===== src/design/rpb_pkg.sv =====
// Shared types, constants and fixed-point helpers for the RGBA pixel blend unit.
package rpb_pkg;

    localparam int QW = 17;
    localparam int NST = 22;
    localparam int DIV_STEPS = 17;
    localparam int DIV_FIRST = 4;
    localparam int DIV_LAST = DIV_FIRST + DIV_STEPS - 1;
    localparam int OUT_STAGE = NST - 1;
    localparam logic [QW-1:0] Q_ONE = 17'h10000;

    typedef logic [QW-1:0] q_t;
    typedef logic [NST-1:0] stage_vec_t;

    typedef enum logic [2:0] {
        MODE_NORMAL      = 3'd0,
        MODE_MULTIPLY    = 3'd1,
        MODE_ADDITIVE    = 3'd2,
        MODE_SUBTRACTIVE = 3'd3,
        MODE_OVERWRITE   = 3'd4
    } mode_t;

    function automatic q_t to_q(input logic [7:0] v);
        return {1'b0, v, v} + {16'd0, (v != 8'd0)};
    endfunction

    function automatic q_t qmul(input q_t a, input q_t b);
        logic [2*QW-1:0] p;
        p = a * b;
        return p[QW+15:16];
    endfunction

    function automatic logic [7:0] from_q(input q_t q);
        logic [QW+7:0] p;
        logic [QW+7:0] qc;
        qc = (q > Q_ONE) ? {8'd0, Q_ONE} : {8'd0, q};
        p = (qc << 8) - qc;
        return p[23:16];
    endfunction

endpackage


===== src/design/rpb_lane.sv =====
// One color channel: mode adjustment, composite numerator and pipelined restoring divider.
module rpb_lane (
    input  logic              aclk,
    input  rpb_pkg::stage_vec_t stage_en,
    input  rpb_pkg::mode_t    mode,
    input  rpb_pkg::q_t       s_q,
    input  rpb_pkg::q_t       d_q,
    input  rpb_pkg::q_t       sa_q,
    input  rpb_pkg::q_t       da_q,
    input  rpb_pkg::q_t       den_q,
    output rpb_pkg::q_t       quo
);
    import rpb_pkg::*;

    q_t s1_reg, d1_reg, sa1_reg, dda1_reg, t1_reg;
    q_t c2_reg, dterm2_reg, sa2_reg;
    q_t c2_next, dterm2_next;
    logic [QW:0] num3_reg;
    q_t den3_reg;

    logic [QW:0] rem_reg [DIV_STEPS];
    q_t quo_reg [DIV_STEPS];
    q_t dden_reg [DIV_STEPS];

    always_ff @(posedge aclk) begin
        if (stage_en[1]) begin
            s1_reg <= s_q;
            d1_reg <= d_q;
            sa1_reg <= sa_q;
            dda1_reg <= qmul(d_q, da_q);
            t1_reg <= qmul(Q_ONE - d_q, Q_ONE - da_q);
        end
    end

    always_comb begin
        logic [QW:0] sum;
        sum = {1'b0, s1_reg} + {1'b0, dda1_reg};
        dterm2_next = qmul(dda1_reg, Q_ONE - sa1_reg);
        case (mode)
            MODE_MULTIPLY: c2_next = qmul(s1_reg, d1_reg + t1_reg);
            MODE_ADDITIVE: c2_next = (sum > {1'b0, Q_ONE}) ? Q_ONE : sum[QW-1:0];
            MODE_SUBTRACTIVE: c2_next = (s1_reg > dda1_reg) ? s1_reg - dda1_reg : '0;
            default: c2_next = s1_reg;
        endcase
    end

    always_ff @(posedge aclk) begin
        if (stage_en[2]) begin
            c2_reg <= c2_next;
            dterm2_reg <= dterm2_next;
            sa2_reg <= sa1_reg;
        end
        if (stage_en[3]) begin
            num3_reg <= {1'b0, qmul(c2_reg, sa2_reg)} + {1'b0, dterm2_reg};
            den3_reg <= den_q;
        end
    end

    for (genvar j = 0; j < DIV_STEPS; j++) begin : g_div
        logic [QW:0] rem_in;
        q_t quo_in;
        q_t den_in;
        logic [QW:0] x;
        logic bit_q;

        if (j == 0) begin : g_first
            assign rem_in = num3_reg;
            assign quo_in = '0;
            assign den_in = den3_reg;
            assign x = rem_in;
        end else begin : g_rest
            assign rem_in = rem_reg[j-1];
            assign quo_in = quo_reg[j-1];
            assign den_in = dden_reg[j-1];
            assign x = {rem_in[QW-1:0], 1'b0};
        end

        assign bit_q = (x >= {1'b0, den_in});

        always_ff @(posedge aclk) begin
            if (stage_en[DIV_FIRST + j]) begin
                rem_reg[j] <= bit_q ? x - {1'b0, den_in} : x;
                quo_reg[j] <= {quo_in[QW-2:0], bit_q};
                dden_reg[j] <= den_in;
            end
        end
    end

    assign quo = quo_reg[DIV_STEPS-1];

endmodule

===== config.mk =====
export PLATFORM = sky130hd
export DESIGN_NAME = rpb_lane
export DESIGN_NICKNAME = d
export VERILOG_FILES = /design/src/design/rpb_pkg.sv /design/src/design/rpb_lane.sv
export SDC_FILE = /design/constraint.sdc
export NUM_CORES = 2
export LEC_CHECK = 0
export BUFFER_PORTS_ARGS = -buffer_cell sky130_fd_sc_hd__buf_4
export CORE_UTILIZATION = 50
export DETAILED_ROUTE_END_ITERATION = 8
export GPL_ROUTABILITY_DRIVEN = 0
export HOLD_SLACK_MARGIN = 0.03
export PLACE_DENSITY = 0.7
export SLEW_MARGIN = 20
export SYNTH_ARGS = -nofsm -noshare
export SYNTH_HDL_FRONTEND = slang
export SYNTH_SLANG_ARGS = --single-unit

===== constraint.sdc =====
create_clock -name aclk -period 11.6 [get_ports aclk]
set_clock_uncertainty 0.2 [all_clocks]
set_input_delay 1.16 -clock aclk [delete_from_list [all_inputs] [get_ports aclk]]
set_output_delay 1.16 -clock aclk [all_outputs]
set_load 0.01 [all_outputs]

; ---- Word-level counts from Yosys, hierarchy flattened
; Memories as Yosys holds them, arrays and structs flattened.
; Index checks and enable logic that the tools add are counted.
[totals]
regBits = 171
ramBits = 884
inputBits = 111
output_inout_bits = 17
word_cells = 118
memories = 3
[classes]
add_sub_neg = 24
multipliers = 5
n_lt_le_gt_ge = 19
eq_ne = 3
mux = 54
[mem_list]
columns = name, depth, width, read_ports, rd_ports_with_merged_regs, write_ports, line
row1 = rem_reg, 17, 18, 16, 0, 17, rpb_lane.sv:21  ; logic [QW:0] rem_reg [DIV_STEPS];
row2 = dden_reg, 17, 17, 16, 0, 17, rpb_lane.sv:23  ; q_t dden_reg [DIV_STEPS];
row3 = quo_reg, 17, 17, 17, 0, 17, rpb_lane.sv:22  ; q_t quo_reg [DIV_STEPS];
[ops]
columns = cell, count
row1 = 18-bit by 17-bit greater-or-equal comparator with 1-bit output, 17
row2 = 18-bit 2-to-1 mux, 17
row3 = 18-bit by 17-bit subtractor with 18-bit output, 17
row4 = 17-bit by 17-bit multiplier with 33-bit output, 5
row5 = 17-bit one-hot mux with 3 select lines, 1
row6 = 17-bit subtractor (first input constant), 3
row7 = 17-bit by 17-bit adder with 18-bit output, 2
row8 = 1-bit 2-to-1 mux, 34
row9 = 17-bit 2-to-1 mux, 2
row10 = 18-bit by 17-bit greater-than comparator with 1-bit output (second input constant), 1
row11 = 17-bit adder, 1
row12 = 17-bit greater-than comparator, 1
row13 = 17-bit subtractor, 1
row14 = 3-bit by 2-bit equality test with 1-bit output (second input constant), 2
row15 = 3-bit by 1-bit equality test with 1-bit output (second input constant), 1

; ---- Logic depth before layout (Yosys ltp)
[depth]
depth_word = 4
ltp_mapped = 35
ltp_nobuf = 34

; ---- Least setup slack after synthesis
; Ideal clock, no wire load.
[synth_timing]
path_kind = input port to flip-flop
start = in d_q[0]
end = reg t1_reg[15] (data pin)
setup_time_ns = 0.258
t_arrival_ns = 8.567
required_time_ns = 11.142
slack_ns = 2.576
stages = 31
n_path_buf = 2
path_cell_list = clkbuf_1 > inv_1 > ha_1 > nand2_1 > nor2_1 > nand2_1 > or3_1 > nor3_1 > xnor2_1 > clkbuf_1 > nand2_1 > fa_1 > inv_1 > fa_1 > inv_1 > fa_1 > fa_1 > fa_1 > inv_1 > fa_1 > ha_1 > a21o_1 > a21o_1 > a21o_1 > a2111o_1 > a2111o_1 > o221ai_2 > o211a_1 > nand2b_1 > a21oi_1 > xnor2_1
[synth_via]
elab_chain_cells = 2
[synth_lines]
columns = item, line
row1 = start: declaration, rpb_lane.sv:7  ; input rpb_pkg::q_t d_q,
row2 = 17-bit subtractor, rpb_lane.sv:31  ; t1_reg <= qmul(Q_ONE - d_q, Q_ONE - da_q);
row3 = 17-bit by 17-bit multiplier with 33-bit output, rpb_pkg.sv:29  ; p = a * b;
row4 = end signal: assignment, rpb_lane.sv:31
row5 = end: declaration, rpb_lane.sv:15  ; q_t s1_reg, d1_reg, sa1_reg, dda1_reg, t1_reg;
; Every way passes these cells.
; A chain may end at the register's enable or synchronous reset.

; ---- Final worst setup path
[layout_timing]
start = reg d1_reg[0]
end = reg c2_reg[16] (data pin)
[layout_via]
elab_chain_cells = 3
[layout_lines]
columns = item, line
row1 = start: declaration, rpb_lane.sv:15
row2 = start signal: assignment, rpb_lane.sv:28  ; d1_reg <= d_q;
row3 = 17-bit adder, rpb_lane.sv:40  ; MODE_MULTIPLY: c2_next = qmul(s1_reg, d1_reg + t1_reg);
row4 = 17-bit by 17-bit multiplier with 33-bit output, rpb_pkg.sv:29
row5 = 17-bit one-hot mux with 3 select lines, rpb_lane.sv:39  ; case (mode)
row6 = via c2_next[16], rpb_lane.sv:17  ; q_t c2_next, dterm2_next;
row7 = end signal: assignment, rpb_lane.sv:49  ; c2_reg <= c2_next;
row8 = end: declaration, rpb_lane.sv:16  ; q_t c2_reg, dterm2_reg, sa2_reg;
; The timed path passes the listed nets, and every way through them passes these cells.

==> flow_summary.json <==
{
  "status": "finished with violations",
  "violations": "design-rule violations",
  "drt_iter0_drc": 4093,
  "cts_tree": "yes",
  "worstMarginPinSlew_ps": 1140,
  "clkTransAtPathRegs_ps": 60,
  "wl_per_cell_um": 18.3,
  "drive_above_1_share_pct": 6.68,
  "drc": 2,
  "synthTopCellsByArea": "edfxtp_1, fa_1, ha_1",
  "ys_async_sr_fraction_pct": 0,
  "path_class": "reg2reg",
  "ctsHoldBuffers": 0,
  "cts_buffer_depth": 3,
  "crit_family": "adder cells",
  "io_buffers": 125,
  "path_buf_inv": 6,
  "cts_max_level": 3,
  "slew_violations": 0,
  "setup_viol": 0,
  "crit_path_end_kind": "flop",
  "required_ps": 11850,
  "rsz0062_at_grt": "no",
  "fp.dieW_um": 428,
  "hold_viol_final": 0,
  "crit_slowest_cell": "a2111oi_0",
  "synth.most_common_cell": "inv_1",
  "gr-total-overflow": 0,
  "slew_headroom_pct": 23.8,
  "critPathMaxStageDelay_ps": 770,
  "first_pass_iters": 9,
  "final_util_pct": 54.0,
  "ys_types": 90,
  "rows": 156,
  "detail_route.vias_per_cell": 5.50,
  "ys_warn_count": 0,
  "post_cts_buffers": 0,
  "synthCells": 9000,
  "start_util_pct": 50.3,
  "grt_max_degree": 72,
  "grt_pass1_vias": 66629,
  "clockRootBuffer": "clkbuf_16",
  "setup.worst_path.start_class": "flop",
  "grt_pass1_wl_mm": 343,
  "avgSynthCellArea_um2": 10.1,
  "fmax_mhz": 104,
  "critPathMostFrequentCell": "fa_1",
  "cts_sinks": 868,
  "min_period_over_period_pct": 83.0,
  "nets": 11114,
  "synth.largest_area_cell": "edfxtp_1",
  "die_y_um": 428,
  "multiInputGateArea_um2": 57200,
  "synth_nets": 11104,
  "grt_usage_pct": 23.1,
  "antenna_found_initial": 10,
  "synth_commonest_cells": "inv_1, nand2_1, fa_1",
  "synth_edf_count": 868,
  "regArea_um2": 26100,
  "synth_seq_area_share_pct": 28.7,
  "antenna_left": 0,
  "setup_tns_ps": 0,
  "fin_crit_ps": 9630,
  "ioPinCount": 128,
  "clkLatencyLatePin_ps": 750,
  "vias": 63131,
  "synth_ff_type": "edfxtp_1",
  "critPathArrivalTime_ps": 9870,
  "hpwl_mm": 160,
  "fillers": 15573,
  "dieArea_um2": 184000,
  "path_max_fanout": 17,
  "syn_area_um2": 90900,
  "yosys.area.top_type_share_pct": 28.7,
  "areaGrowthSynthToFinish_pct": 7.30,
  "cts_resized": 0,
  "drt-total-wl_mm": 209,
  "min_path_type": "reg2reg",
  "ys_seq_elements": 868,
  "cts_inserted_buffers": 96,
  "maxCapViolCount": 0,
  "core-area_um2": 181000
}
cell usage in the layout (no fill, tap or decap), types with 30 or more instances in the layout:
| cell | instances |
|---|---|
| nor2_1 | 398 |
| o21a_1 | 64 |
| a211oi_1 | 30 |
| nand2_1 | 1132 |
| mux2_2 | 171 |
| edfxtp_1 | 868 |
| o21bai_1 | 37 |
| a21o_1 | 93 |
| nand4_1 | 70 |
| fa_1 | 1125 |
| clkbuf_16 | 96 |
| o21ai_0 | 152 |
| xnor2_1 | 245 |
| and2_1 | 405 |
| and3_1 | 32 |
| nand3_1 | 112 |
| a21oi_1 | 253 |
| inv_1 | 1738 |
| xor2_1 | 122 |
| a31oi_1 | 38 |
| nand2b_1 | 60 |
| nor2b_1 | 74 |
| or3_1 | 43 |
| buf_4 | 221 |
| o21ai_1 | 40 |
| ha_1 | 868 |
| nor3_1 | 137 |
area by class of cell:
type,instances,share of cell area (%)
sequential,868,26.7
antenna,14,0.0359
multi-input combinational,6080,58.6
tap,2370,3.04
timing repair buffer,222,1.71
clock inverter,66,0.651
inverter,1742,6.70
clock buffer,115,2.53
logic make-up after synthesis:
logic type      after synthesis  synth area share, %
compound gates              940                 6.80
xor+xnor                    374                 3.60
fa+ha+maj                  1993                 36.7
buf+inv                    2052                 8.52
flops                       868                 28.7
mux                         194                 2.38
simple gates               2579                 13.3
worst reg2reg max path, delay by kind of cell (launching register included):
kind,cells,cell delay [ps]
flops,1,330
simple gates,6,1520
fa+ha+maj,9,3830
compound gates,11,2840
xor+xnor,1,150
buf+inv,6,490
routing by layer:
layer | vias up | part of all wire [%] | GRT usage (%)
met2 | 2014 | 49 | 40.0
met4 | 4 | 5.1 | 11.3
met3 | 504 | 5.8 | 3.25
met5 | - | 0.010 | 0
li1 | 29069 | - | -
met1 | 31540 | 40 | 28.4
stage by stage:
step / cell area (um2) / worst slack (ps) / std cells / hold slack (ps)
detailed placement: 94400 / 1770 / 11282 / 205
global placement: 94400 / 1920 / 11282 / 200
finish: 97600 / 1970 / 11477 / 151
floorplan: 90900 / 2580 / 9000 / 200
CTS: 97500 / 1960 / 11463 / 156
global route: 97600 / 1350 / 11476 / 161
path summary, 6_finish.rpt:
| check | from | end | slack [ps] | cells past startpoint |
|---|---|---|---|---|
| min reg2reg | quo_reg[0][264] | quo_reg[0][282] | 150 | 0 |
| max | d1_reg[0] | c2_reg[16] | 1970 | 33 |
| min | quo_reg[0][264] | quo_reg[0][282] | 150 | 0 |
| max reg2reg | d1_reg[0] | c2_reg[16] | 1970 | 33 |
Power is not shown: default switching activity piles up to over one toggle a cycle in this logic, so the estimate is an artifact.
